File: src/rtl/core/can_sync_position_collector_core_macros.svh
// ----------------------------------------------------------------------------
// Assertion macros for the sync position collector core
// Forms for the concurrent checks in the core's execution stage.
// ----------------------------------------------------------------------------
`ifndef CAN_SYNC_POSITION_COLLECTOR_CORE_MACROS_SVH
`define CAN_SYNC_POSITION_COLLECTOR_CORE_MACROS_SVH

// Property checked on every clock edge outside reset.
`define SPC_ASSERT(label, clk, rst, prop, msg) \
   label: assert property (@(posedge clk) disable iff (rst) (prop)) else $error(msg);

// Condition in one cycle implies a consequence in the next one.
`define SPC_ASSERT_NEXT(label, clk, rst, cond, cons, msg) \
   label: assert property (@(posedge clk) disable iff (rst) (cond) |=> (cons)) \
      else $error(msg);

`endif

File: src/rtl/core/can_spc_pkg.sv
// ----------------------------------------------------------------------------
// Sync position collector package
// Payload types, queue entry, codes and identifier constants of the core.
// ----------------------------------------------------------------------------
package can_spc_pkg;

   // Build-time defaults.
   localparam int NodeCountDefault = 8;
   localparam int QueueDepth       = 2;

   // Configuration port.
   localparam int CsrIndexWidth = 1;
   localparam int CsrDataWidth  = 8;
   localparam logic [CsrIndexWidth-1:0] CsrNodeMask    = 1'b0;
   localparam logic [CsrIndexWidth-1:0] CsrSecondPos   = 1'b1;

   // Operation codes.
   localparam logic [1:0] OpStart   = 2'd0;
   localparam logic [1:0] OpFrame   = 2'd1;
   localparam logic [1:0] OpTimeout = 2'd2;

   // Failure reasons.
   localparam logic [1:0] FailNone      = 2'd0;
   localparam logic [1:0] FailEmergency = 2'd1;
   localparam logic [1:0] FailSilent    = 2'd2;

   // Identifier groups, limited to the 11 identifier bits.
   localparam logic [10:0] IdGroupMask = 11'h7f0;
   localparam logic [10:0] IdPosition  = 11'h380;
   localparam logic [10:0] IdEmergency = 11'h080;
   localparam logic [7:0]  ErrorLimit  = 8'd4;
   localparam logic [7:0]  ErrorMax    = 8'hff;

   typedef struct packed {
      logic [1:0]  operation;
      logic [15:0] tick_index;
      logic [10:0] frame_id;
      logic [31:0] data_low;
      logic [31:0] data_high;
   } req_payload_type;

   typedef struct packed {
      logic [2:0]         node;
      logic signed [31:0] position;
      logic [31:0]        aux_a;
      logic [15:0]        aux_b;
      logic               position_valid;
      logic               cycle_done;
      logic               missed_tick;
      logic               force_fail;
      logic [1:0]         fail_reason;
      logic               paused;
      logic [7:0]         pending_nodes;
      logic [7:0]         error_count;
   } rsp_payload_type;

   // Classified request as held in the queue.
   typedef struct packed {
      logic        op_start;
      logic        op_frame;
      logic        op_timeout;
      logic        is_emergency;
      logic        is_position;
      logic        window_tick;
      logic [2:0]  node;
      logic [31:0] data_low;
      logic [31:0] data_high;
   } entry_type;

   typedef struct packed {
      logic [7:0] node_mask;
      logic       second_position_mode;
   } cfg_type;

   // True when the tick number is a multiple of twenty: a multiple of four
   // and of five. Since sixteen is one modulo five, the hex digits are summed
   // and folded once more before a small lookup.
   function automatic logic window_tick_match(input logic [15:0] tick);
      logic [5:0] digit_sum;
      logic [4:0] fold;
      logic       mult5;
      digit_sum = 6'(tick[3:0]) + 6'(tick[7:4]) + 6'(tick[11:8]) + 6'(tick[15:12]);
      fold      = 5'(digit_sum[5:4]) + 5'(digit_sum[3:0]);
      case (fold)
         5'd0, 5'd5, 5'd10, 5'd15: mult5 = 1'b1;
         default:                  mult5 = 1'b0;
      endcase
      return mult5 && (tick[1:0] == 2'b00);
   endfunction

endpackage

File: src/rtl/core/can_spc_req_if.sv
// ----------------------------------------------------------------------------
// Request channel
// Valid/ready channel that carries one collector request.
// ----------------------------------------------------------------------------
interface can_spc_req_if;
   import can_spc_pkg::*;

   logic            valid;
   logic            ready;
   req_payload_type payload;

   modport source (output valid, output payload, input ready);
   modport sink   (input valid, input payload, output ready);
endinterface

File: src/rtl/core/can_spc_rsp_if.sv
// ----------------------------------------------------------------------------
// Response channel
// Valid/ready channel that carries one collector result.
// ----------------------------------------------------------------------------
interface can_spc_rsp_if;
   import can_spc_pkg::*;

   logic            valid;
   logic            ready;
   rsp_payload_type payload;

   modport source (output valid, output payload, input ready);
   modport sink   (input valid, input payload, output ready);
endinterface

File: src/rtl/core/can_spc_front.sv
// ----------------------------------------------------------------------------
// Collector front end
// Accepts requests, decodes the operation and identifier and pushes the
// classified request into the queue.
// ----------------------------------------------------------------------------
module can_spc_front (
   can_spc_req_if.sink            req_bus,
   input  logic                   queue_full,
   output logic                   push_valid,
   output can_spc_pkg::entry_type push_entry
);
   import can_spc_pkg::*;

   logic [10:0] id_group;

   // A request is taken whenever the queue has room.
   assign req_bus.ready = !queue_full;
   assign push_valid    = req_bus.valid && !queue_full;

   // Classification of the operation and identifier group.
   assign id_group = req_bus.payload.frame_id & IdGroupMask;

   always_comb begin
      push_entry              = '0;
      push_entry.op_start     = (req_bus.payload.operation == OpStart);
      push_entry.op_frame     = (req_bus.payload.operation == OpFrame);
      push_entry.op_timeout   = (req_bus.payload.operation == OpTimeout);
      push_entry.is_emergency = (id_group == IdEmergency);
      push_entry.is_position  = (id_group == IdPosition);
      push_entry.window_tick  = window_tick_match(req_bus.payload.tick_index);
      push_entry.node         = req_bus.payload.frame_id[2:0];
      push_entry.data_low     = req_bus.payload.data_low;
      push_entry.data_high    = req_bus.payload.data_high;
   end
endmodule

File: src/rtl/core/can_spc_queue.sv
// ----------------------------------------------------------------------------
// Collector request queue
// Short register FIFO between the front end and the execution stage.
// ----------------------------------------------------------------------------
module can_spc_queue #(
   parameter int DEPTH = can_spc_pkg::QueueDepth
) (
   input  logic                   clock,
   input  logic                   reset,
   input  logic                   push_valid,
   input  can_spc_pkg::entry_type push_entry,
   output logic                   full,
   input  logic                   pop_ready,
   output logic                   pop_valid,
   output can_spc_pkg::entry_type pop_entry
);
   import can_spc_pkg::*;

   localparam int PtrWidth   = (DEPTH > 1) ? $clog2(DEPTH) : 1;
   localparam int CountWidth = $clog2(DEPTH + 1);
   localparam logic [PtrWidth-1:0]   LastPtr   = PtrWidth'(DEPTH - 1);
   localparam logic [CountWidth-1:0] DepthCnt  = CountWidth'(DEPTH);

   entry_type               store_ff [DEPTH];
   logic [PtrWidth-1:0]     wr_ptr_ff, wr_ptr_in;
   logic [PtrWidth-1:0]     rd_ptr_ff, rd_ptr_in;
   logic [CountWidth-1:0]   count_ff, count_in;
   logic                    do_push, do_pop;

   assign full      = (count_ff == DepthCnt);
   assign pop_valid = (count_ff != '0);
   assign pop_entry = store_ff[rd_ptr_ff];
   assign do_push   = push_valid && !full;
   assign do_pop    = pop_valid && pop_ready;

   // Pointer and fill count update.
   always_comb begin
      wr_ptr_in = wr_ptr_ff;
      rd_ptr_in = rd_ptr_ff;
      count_in  = count_ff;
      if (do_push) begin
         wr_ptr_in = (wr_ptr_ff == LastPtr) ? '0 : wr_ptr_ff + 1'b1;
      end
      if (do_pop) begin
         rd_ptr_in = (rd_ptr_ff == LastPtr) ? '0 : rd_ptr_ff + 1'b1;
      end
      if (do_push && !do_pop) begin
         count_in = count_ff + 1'b1;
      end else if (do_pop && !do_push) begin
         count_in = count_ff - 1'b1;
      end
   end

   always_ff @(posedge clock) begin
      if (reset) begin
         wr_ptr_ff <= '0;
         rd_ptr_ff <= '0;
         count_ff  <= '0;
      end else begin
         wr_ptr_ff <= wr_ptr_in;
         rd_ptr_ff <= rd_ptr_in;
         count_ff  <= count_in;
      end
   end

   // Entry storage needs no reset.
   always_ff @(posedge clock) begin
      if (do_push) begin
         store_ff[wr_ptr_ff] <= push_entry;
      end
   end
endmodule

File: src/rtl/core/can_spc_back.sv
// ----------------------------------------------------------------------------
// Collector execution stage
// Applies queued requests to the pending mask, error window and paused
// flag, and holds the result in the response register.
// ----------------------------------------------------------------------------
`include "can_sync_position_collector_core_macros.svh"

module can_spc_back #(
   parameter int NODE_COUNT = can_spc_pkg::NodeCountDefault
) (
   input  logic                   clock,
   input  logic                   reset,
   input  can_spc_pkg::cfg_type   cfg,
   input  logic                   entry_valid,
   input  can_spc_pkg::entry_type entry,
   output logic                   entry_ready,
   can_spc_rsp_if.source          rsp_bus
);
   import can_spc_pkg::*;

   localparam logic [7:0] ActiveMask = 8'((9'd1 << NODE_COUNT) - 9'd1);

   logic [7:0]      pending_ff, pending_in;
   logic [7:0]      errors_ff, errors_in;
   logic            paused_ff, paused_in;
   logic            rsp_valid_ff, rsp_valid_in;
   rsp_payload_type rsp_ff, result_in;
   logic            load;
   logic [7:0]      errors_inc;

   // A new result is loaded when the response register is empty or drained.
   assign load        = entry_valid && (!rsp_valid_ff || rsp_bus.ready);
   assign entry_ready = !rsp_valid_ff || rsp_bus.ready;
   assign errors_inc  = (errors_ff != ErrorMax) ? errors_ff + 8'd1 : errors_ff;

   // State update and result for the request at the head of the queue.
   always_comb begin
      pending_in = pending_ff;
      errors_in  = errors_ff;
      paused_in  = paused_ff;
      result_in  = '0;
      if (entry.op_start) begin
         pending_in = cfg.node_mask & ActiveMask;
         if (entry.window_tick && !paused_ff) begin
            errors_in = 8'd0;
         end
         result_in.cycle_done = (pending_in == 8'd0);
      end else if (entry.op_frame) begin
         if (!paused_ff && entry.is_emergency) begin
            result_in.force_fail  = 1'b1;
            result_in.fail_reason = FailEmergency;
            paused_in             = 1'b1;
         end
         if ((pending_ff != 8'd0) && entry.is_position) begin
            result_in.node           = entry.node;
            result_in.position       = entry.data_low;
            result_in.position_valid = 1'b1;
            if (cfg.second_position_mode) begin
               result_in.aux_a = entry.data_high;
            end else begin
               result_in.aux_a = {16'd0, entry.data_high[15:0]};
               result_in.aux_b = entry.data_high[31:16];
            end
            pending_in           = pending_ff & ~(8'd1 << entry.node);
            result_in.cycle_done = (pending_in == 8'd0);
         end
      end else if (entry.op_timeout) begin
         if (pending_ff != 8'd0) begin
            result_in.missed_tick = 1'b1;
            result_in.cycle_done  = 1'b1;
            errors_in             = errors_inc;
            if (errors_inc > ErrorLimit) begin
               if (!paused_ff) begin
                  result_in.force_fail  = 1'b1;
                  result_in.fail_reason = FailSilent;
               end
               paused_in = 1'b1;
            end
            pending_in = 8'd0;
         end
      end
      result_in.paused        = paused_in;
      result_in.pending_nodes = pending_in;
      result_in.error_count   = errors_in;
   end

   // Response valid flag: set on load, cleared once taken.
   always_comb begin
      rsp_valid_in = rsp_valid_ff;
      if (load) begin
         rsp_valid_in = 1'b1;
      end else if (rsp_bus.ready) begin
         rsp_valid_in = 1'b0;
      end
   end

   always_ff @(posedge clock) begin
      if (reset) begin
         pending_ff   <= '0;
         errors_ff    <= '0;
         paused_ff    <= 1'b0;
         rsp_valid_ff <= 1'b0;
      end else begin
         rsp_valid_ff <= rsp_valid_in;
         if (load) begin
            pending_ff <= pending_in;
            errors_ff  <= errors_in;
            paused_ff  <= paused_in;
         end
      end
   end

   // Response payload register needs no reset.
   always_ff @(posedge clock) begin
      if (load) begin
         rsp_ff <= result_in;
      end
   end

   assign rsp_bus.valid   = rsp_valid_ff;
   assign rsp_bus.payload = rsp_ff;

   // Checks on the collector state.
   `SPC_ASSERT(a_fail_once, clock, reset, !(load && result_in.force_fail && paused_ff), "force-fail issued while already paused")
   `SPC_ASSERT_NEXT(a_fail_pauses, clock, reset, load && result_in.force_fail, paused_ff, "force-fail did not latch paused")
   `SPC_ASSERT_NEXT(a_timeout_clears, clock, reset, load && result_in.missed_tick, pending_ff == 8'd0, "timeout left nodes pending")
   `SPC_ASSERT_NEXT(a_result_matches, clock, reset, load, rsp_bus.valid && (rsp_bus.payload.pending_nodes == pending_ff), "result and pending mask disagree")
endmodule

File: src/rtl/core/can_sync_position_collector_core.sv
// ----------------------------------------------------------------------------
// Sync position collector core
// Collects motor node position replies after each CAN sync.
// ----------------------------------------------------------------------------
// Usage:
//   req_bus carries one request per handshake: start cycle, received frame
//   or reply timeout. rsp_bus returns exactly one result per request, in
//   order. csr_we with csr_index and csr_data writes the node mask or the
//   second-position mode; write them only while no request is in flight.
//   An accepted request is written into the queue; the execution stage
//   loads its result from the queue head into the response register.
//   Throughput: one request per cycle while results are taken; the
//   execution stage updates its state combinationally, and the two-entry
//   queue keeps the front end accepting while a result waits to be taken.
//   When the receiver stalls, the result holds in the response register
//   and the queue fills; req_bus.ready drops once the queue is full.
//   Reset clears the pending mask, error window, paused flag, queue and
//   configuration registers; no clearing pass is needed.
// ----------------------------------------------------------------------------
module can_sync_position_collector_core #(
   parameter int NODE_COUNT = can_spc_pkg::NodeCountDefault
) (
   input  logic                                    clock,
   input  logic                                    reset,
   can_spc_req_if.sink                             req_bus,
   can_spc_rsp_if.source                           rsp_bus,
   input  logic                                    csr_we,
   input  logic [can_spc_pkg::CsrIndexWidth-1:0]   csr_index,
   input  logic [can_spc_pkg::CsrDataWidth-1:0]    csr_data
);
   import can_spc_pkg::*;

   cfg_type   cfg_ff, cfg_in;
   logic      queue_full;
   logic      push_valid;
   entry_type push_entry;
   logic      pop_valid;
   logic      pop_ready;
   entry_type pop_entry;

   // Configuration registers.
   always_comb begin
      cfg_in = cfg_ff;
      if (csr_we) begin
         case (csr_index)
            CsrNodeMask:  cfg_in.node_mask            = csr_data;
            CsrSecondPos: cfg_in.second_position_mode = csr_data[0];
            default:      cfg_in                      = cfg_ff;
         endcase
      end
   end

   always_ff @(posedge clock) begin
      if (reset) begin
         cfg_ff <= '0;
      end else begin
         cfg_ff <= cfg_in;
      end
   end

   // Front end, queue and execution stage.
   can_spc_front u_front (
      .req_bus    (req_bus),
      .queue_full (queue_full),
      .push_valid (push_valid),
      .push_entry (push_entry)
   );

   can_spc_queue #(
      .DEPTH (QueueDepth)
   ) u_queue (
      .clock      (clock),
      .reset      (reset),
      .push_valid (push_valid),
      .push_entry (push_entry),
      .full       (queue_full),
      .pop_ready  (pop_ready),
      .pop_valid  (pop_valid),
      .pop_entry  (pop_entry)
   );

   can_spc_back #(
      .NODE_COUNT (NODE_COUNT)
   ) u_back (
      .clock       (clock),
      .reset       (reset),
      .cfg         (cfg_ff),
      .entry_valid (pop_valid),
      .entry       (pop_entry),
      .entry_ready (pop_ready),
      .rsp_bus     (rsp_bus)
   );
endmodule

File: src/flat_wrapper.sv
// flat-port wrapper written by rule: the top's interface ports become plain ports
module can_sync_position_collector_core_flat import can_spc_pkg::*;
#(
   parameter int NODE_COUNT = can_spc_pkg::NodeCountDefault
)
  (clock, reset, csr_we, csr_index, csr_data, req_bus_valid, req_bus_payload, req_bus_ready, rsp_bus_valid, rsp_bus_payload, rsp_bus_ready);
  can_spc_req_if req_bus_i ();
  can_spc_rsp_if rsp_bus_i ();
  input  logic clock;
  input  logic reset;
  input  logic csr_we;
  input  logic [can_spc_pkg::CsrIndexWidth-1:0] csr_index;
  input  logic [can_spc_pkg::CsrDataWidth-1:0] csr_data;
  input wire logic [$bits(req_bus_i.valid)-1:0] req_bus_valid;
  input wire logic [$bits(req_bus_i.payload)-1:0] req_bus_payload;
  output wire logic [$bits(req_bus_i.ready)-1:0] req_bus_ready;
  output wire logic [$bits(rsp_bus_i.valid)-1:0] rsp_bus_valid;
  output wire logic [$bits(rsp_bus_i.payload)-1:0] rsp_bus_payload;
  input wire logic [$bits(rsp_bus_i.ready)-1:0] rsp_bus_ready;
  assign req_bus_i.valid = req_bus_valid;
  assign req_bus_i.payload = req_bus_payload;
  assign req_bus_ready = req_bus_i.ready;
  assign rsp_bus_valid = rsp_bus_i.valid;
  assign rsp_bus_payload = rsp_bus_i.payload;
  assign rsp_bus_i.ready = rsp_bus_ready;
  can_sync_position_collector_core #(.NODE_COUNT(NODE_COUNT)) u_core (.clock(clock), .reset(reset), .req_bus(req_bus_i), .rsp_bus(rsp_bus_i), .csr_we(csr_we), .csr_index(csr_index), .csr_data(csr_data));
endmodule
File: config.mk
export PLATFORM = sky130hd
export DESIGN_NAME = can_sync_position_collector_core_flat
export DESIGN_NICKNAME = d
export VERILOG_FILES = /design/src/rtl/core/can_spc_pkg.sv /design/src/rtl/core/can_spc_req_if.sv /design/src/rtl/core/can_spc_rsp_if.sv /design/src/rtl/core/can_spc_front.sv /design/src/rtl/core/can_spc_queue.sv /design/src/rtl/core/can_spc_back.sv /design/src/rtl/core/can_sync_position_collector_core.sv /design/src/flat_wrapper.sv
export VERILOG_INCLUDE_DIRS = /design/src /design/src/rtl/core
export SDC_FILE = /design/constraint.sdc
export NUM_CORES = 1
export LEC_CHECK = 0
export ABC_AREA = 0
export BUFFER_PORTS_ARGS = -buffer_cell sky130_fd_sc_hd__buf_2
export CORE_MARGIN = 2
export CORE_UTILIZATION = 55
export CTS_BUF_LIST = sky130_fd_sc_hd__clkbuf_8
export CTS_CLUSTER_DIAMETER = 200
export DETAILED_ROUTE_END_ITERATION = 8
export HOLD_SLACK_MARGIN = 0.06
export PLACE_DENSITY = 0.77
export RECOVER_POWER = 50
export SLEW_MARGIN = 5
export SYNTH_ARGS = -nofsm -noshare
export SYNTH_HDL_FRONTEND = slang
export SYNTH_SLANG_ARGS = --single-unit
File: constraint.sdc
create_clock -name clock -period 14.2 [get_ports clock]
set_clock_uncertainty 0.1 [all_clocks]
set_input_delay 2.84 -clock clock [delete_from_list [all_inputs] [get_ports clock]]
set_output_delay 2.84 -clock clock [all_outputs]
set_load 0.1 [all_outputs]
==> impl_metrics.json <==
{
  "status": "finished with violations",
  "violations": "capacitance limit, slew limit",
  "whs_endpoint": "u_core.cfg_ff[0]",
  "pre_cts_ws_ns": 7.71,
  "worst-path-buf-inv": 3,
  "area_delta_synth_final_pct": 17.9,
  "drcViolationCount": 0,
  "start_util_pct": 56.2,
  "cts_tree": "built",
  "arrival_ns": 6.45,
  "cp_top_family": "buffers and inverters",
  "register_area_um2": 8210,
  "cp_common_cell": "clkbuf_1",
  "finalSetupTns_ns": 0,
  "postCtsSetupBuffers": 0,
  "wl_mm": 22.2,
  "grt_first_pass_wirelength_mm": 34.7,
  "crit_required_ns": 14.36,
  "cp_max_fo": 52,
  "gp_congestion": 0.874,
  "fin_ws_ns": 7.91,
  "synth_edf_count": 252,
  "synthesis.area_um2": 11400,
  "clkTransAtPathRegs_ns": 0.06,
  "clock-sinks": 284,
  "period_share_pct": 44.3,
  "io_pins": 215,
  "dpl.hpwl_mm": 14.0,
  "slowest_stage": "dfxtp_1",
  "h-tree-depth": 2,
  "setup_viol": 0,
  "detail_route.first_pass.iterations": 4,
  "grt_max_degree": 74,
  "die_h_um": 148,
  "synth_area_per_cell_um2": 14.8,
  "clock_path_buffers": 3,
  "cts.repair.resized": 0,
  "ctsHoldBuffers": 0,
  "multiInputGateArea_um2": 2870,
  "drive_above_1_share_pct": 25.7,
  "track_usage_pct": 20.4,
  "synthCells": 769,
  "synth_cell_types": 62,
  "reg2reg_slack_ns": 7.91,
  "via_per_inst": 5.31,
  "antenna_found_initial": 3,
  "coreArea_um2": 20300,
  "layout_commonest_cell": "edfxtp_1",
  "period_needed_ns": 6.29,
  "rows": 52,
  "crit_path_cell_trace": "mux2i_1, clkbuf_1, nand2_2, clkbuf_1, inv_1, nand2b_1, nor2_1",
  "synth-seq-cells": 284,
  "die_area_um2": 21900,
  "synthArstFlopShare_pct": 0,
  "slowest_delay_ns": 2.00,
  "clkLatencyLatePin_ns": 0.54,
  "startpoint_type": "register",
  "fillCellCount": 1549,
  "rsz0062_at_grt": "false",
  "r2r-end": "u_core.u_back.rsp_bus.payload[34]",
  "maxSlewViolCount": 176,
  "fmax_mhz": 159,
  "final_cell_mix": "edfxtp_1, buf_2, nor2_1",
  "ys.flop_type": "edfxtp_1",
  "root_buffer": "clkbuf_8",
  "ys_warn_count": 0,
  "cts_made_buffers": 46,
  "crit_path_end_kind": "register",
  "vias": 6952,
  "wl_per_cell_um": 16.9,
  "gr-total-overflow": 0,
  "max_cap_violations": 3,
  "tightest_slew_ns": 3.47,
  "syn-num-nets": 894,
  "fin_nets": 1125,
  "ys_seq_area_share_pct": 71.9,
  "relSlewSlack_pct": -131,
  "hold_viol": 0,
  "critical_path_class": "register to register",
  "hp-class": "register to register",
  "dieWidth_um": 148,
  "drt_iter0_markers": 364,
  "whs_path_depth": 2,
  "rr_worst_depth": 7,
  "min_from": "u_core.cfg_ff[0]",
  "grt_pass1_vias": 6822,
  "port_buffers": 213,
  "drtAntennaViolNets": 0
}
-- synth_stat cells (all sizes together) (4+ instances only) --
library cell,n,share of area (%)
nor4,16,1.4
dfxtp,32,5.6
edfxtp,252,66
ha,9,0.99
nor3,10,0.58
xnor2,4,0.31
o21ai,20,0.88
inv,32,1.1
a31oi,14,0.77
nor2b,6,0.33
buf,20,1.1
xor2,5,0.38
nor2,111,3.7
mux2i,77,6.8
nand2,38,1.2
clkbuf,16,0.53
fa,9,1.6
a21oi,19,0.83
nand3,10,0.48
nand2b,6,0.33
and3,9,0.49
o2111ai,8,0.61
mux2,6,0.69
-- layer usage --
metal / vias up / share of wire (%) / track usage (%)
li1: 3345 / - / -
met1: 3327 / 40 / 25.2
met2: 234 / 49 / 33.6
met3: 46 / 7.1 / 5.77
met4: 0 / 3.5 / 9.05
met5: - / 0 / 0
-- kinds of logic after synthesis --
kind of cell / after synthesis / share of synthesized area [%]
AND/OR/NAND/NOR: 220 / 9.41
adder cells (fa/ha/maj): 18 / 2.57
AO/OA/AOI/OAI: 87 / 5.30
multiplexers: 83 / 7.44
flip-flops: 284 / 71.9
buffers and inverters: 68 / 2.68
XOR/XNOR: 9 / 0.691
-- cell type report --
cell class                 count  area share (%)
sequential                   284            61.0
inverter                      32           0.911
clock inverter                34            1.26
antenna                        4          0.0744
multi-input combinational    417            21.3
clock buffer                  49            5.01
tap                          270            2.51
timing repair buffer         219            7.96
-- how the worst max path moves through the flow --
stage	start	to	slack, ns	cells past startpoint
detailed placement	req_bus_payload[77]	u_core.u_queue.store_ff[0][67]	7.71	15
finish	register	u_core.u_back.rsp_bus.payload[34]	7.91	7
global placement	req_bus_payload[77]	u_core.u_queue.store_ff[0][67]	7.81	15
floorplan	rsp_bus_ready	u_core.u_back.rsp_bus.payload[0]	7.28	4
global route	register	u_core.u_back.rsp_bus.payload[31]	7.34	7
CTS	req_bus_payload[77]	u_core.u_queue.store_ff[1][67]	8.28	15
-- through the flow --
step / utilization [%] / area [um2] / std cells / hold slack, ns
2_1_floorplan: - / 11400 / 769 / 0.344
3_3_place_gp: 62.5 / 12700 / 1222 / 0.368
3_5_place_dp: 62.5 / 12700 / 1222 / 0.362
4_1_cts: 66.7 / 13500 / 1305 / 0.379
5_1_grt: 66.3 / 13500 / 1307 / 0.397
6_report: 66.3 / 13500 / 1309 / 0.380
-- worst register-to-register path, cell delays in order (launching register included) --
cell	delay, ns
dfxtp_1	2.00
mux2i_1	0.22
clkbuf_1	0.49
nand2_2	0.15
clkbuf_1	1.87
inv_1	0.38
nand2b_1	0.67
nor2_1	0.13
-- flip-flops by register name, summed over array words and instances, names as in the netlist, named ones only --
name,flops
u_core.u_queue.count_ff,2
u_core.u_queue.store_ff,146
u_core.u_back.pending_ff,8
u_core.u_back.rsp_bus.valid,1
u_core.u_back.paused_ff,1
u_core.cfg_ff,9
u_core.u_back.rsp_bus.payload,106
u_core.u_queue.wr_ptr_ff,1
u_core.u_queue.rd_ptr_ff,1
u_core.u_back.errors_ff,8
Power is left out: the tool's default activity adds up to more than one toggle a clock period on the data nets, which glitch-free logic cannot reach.
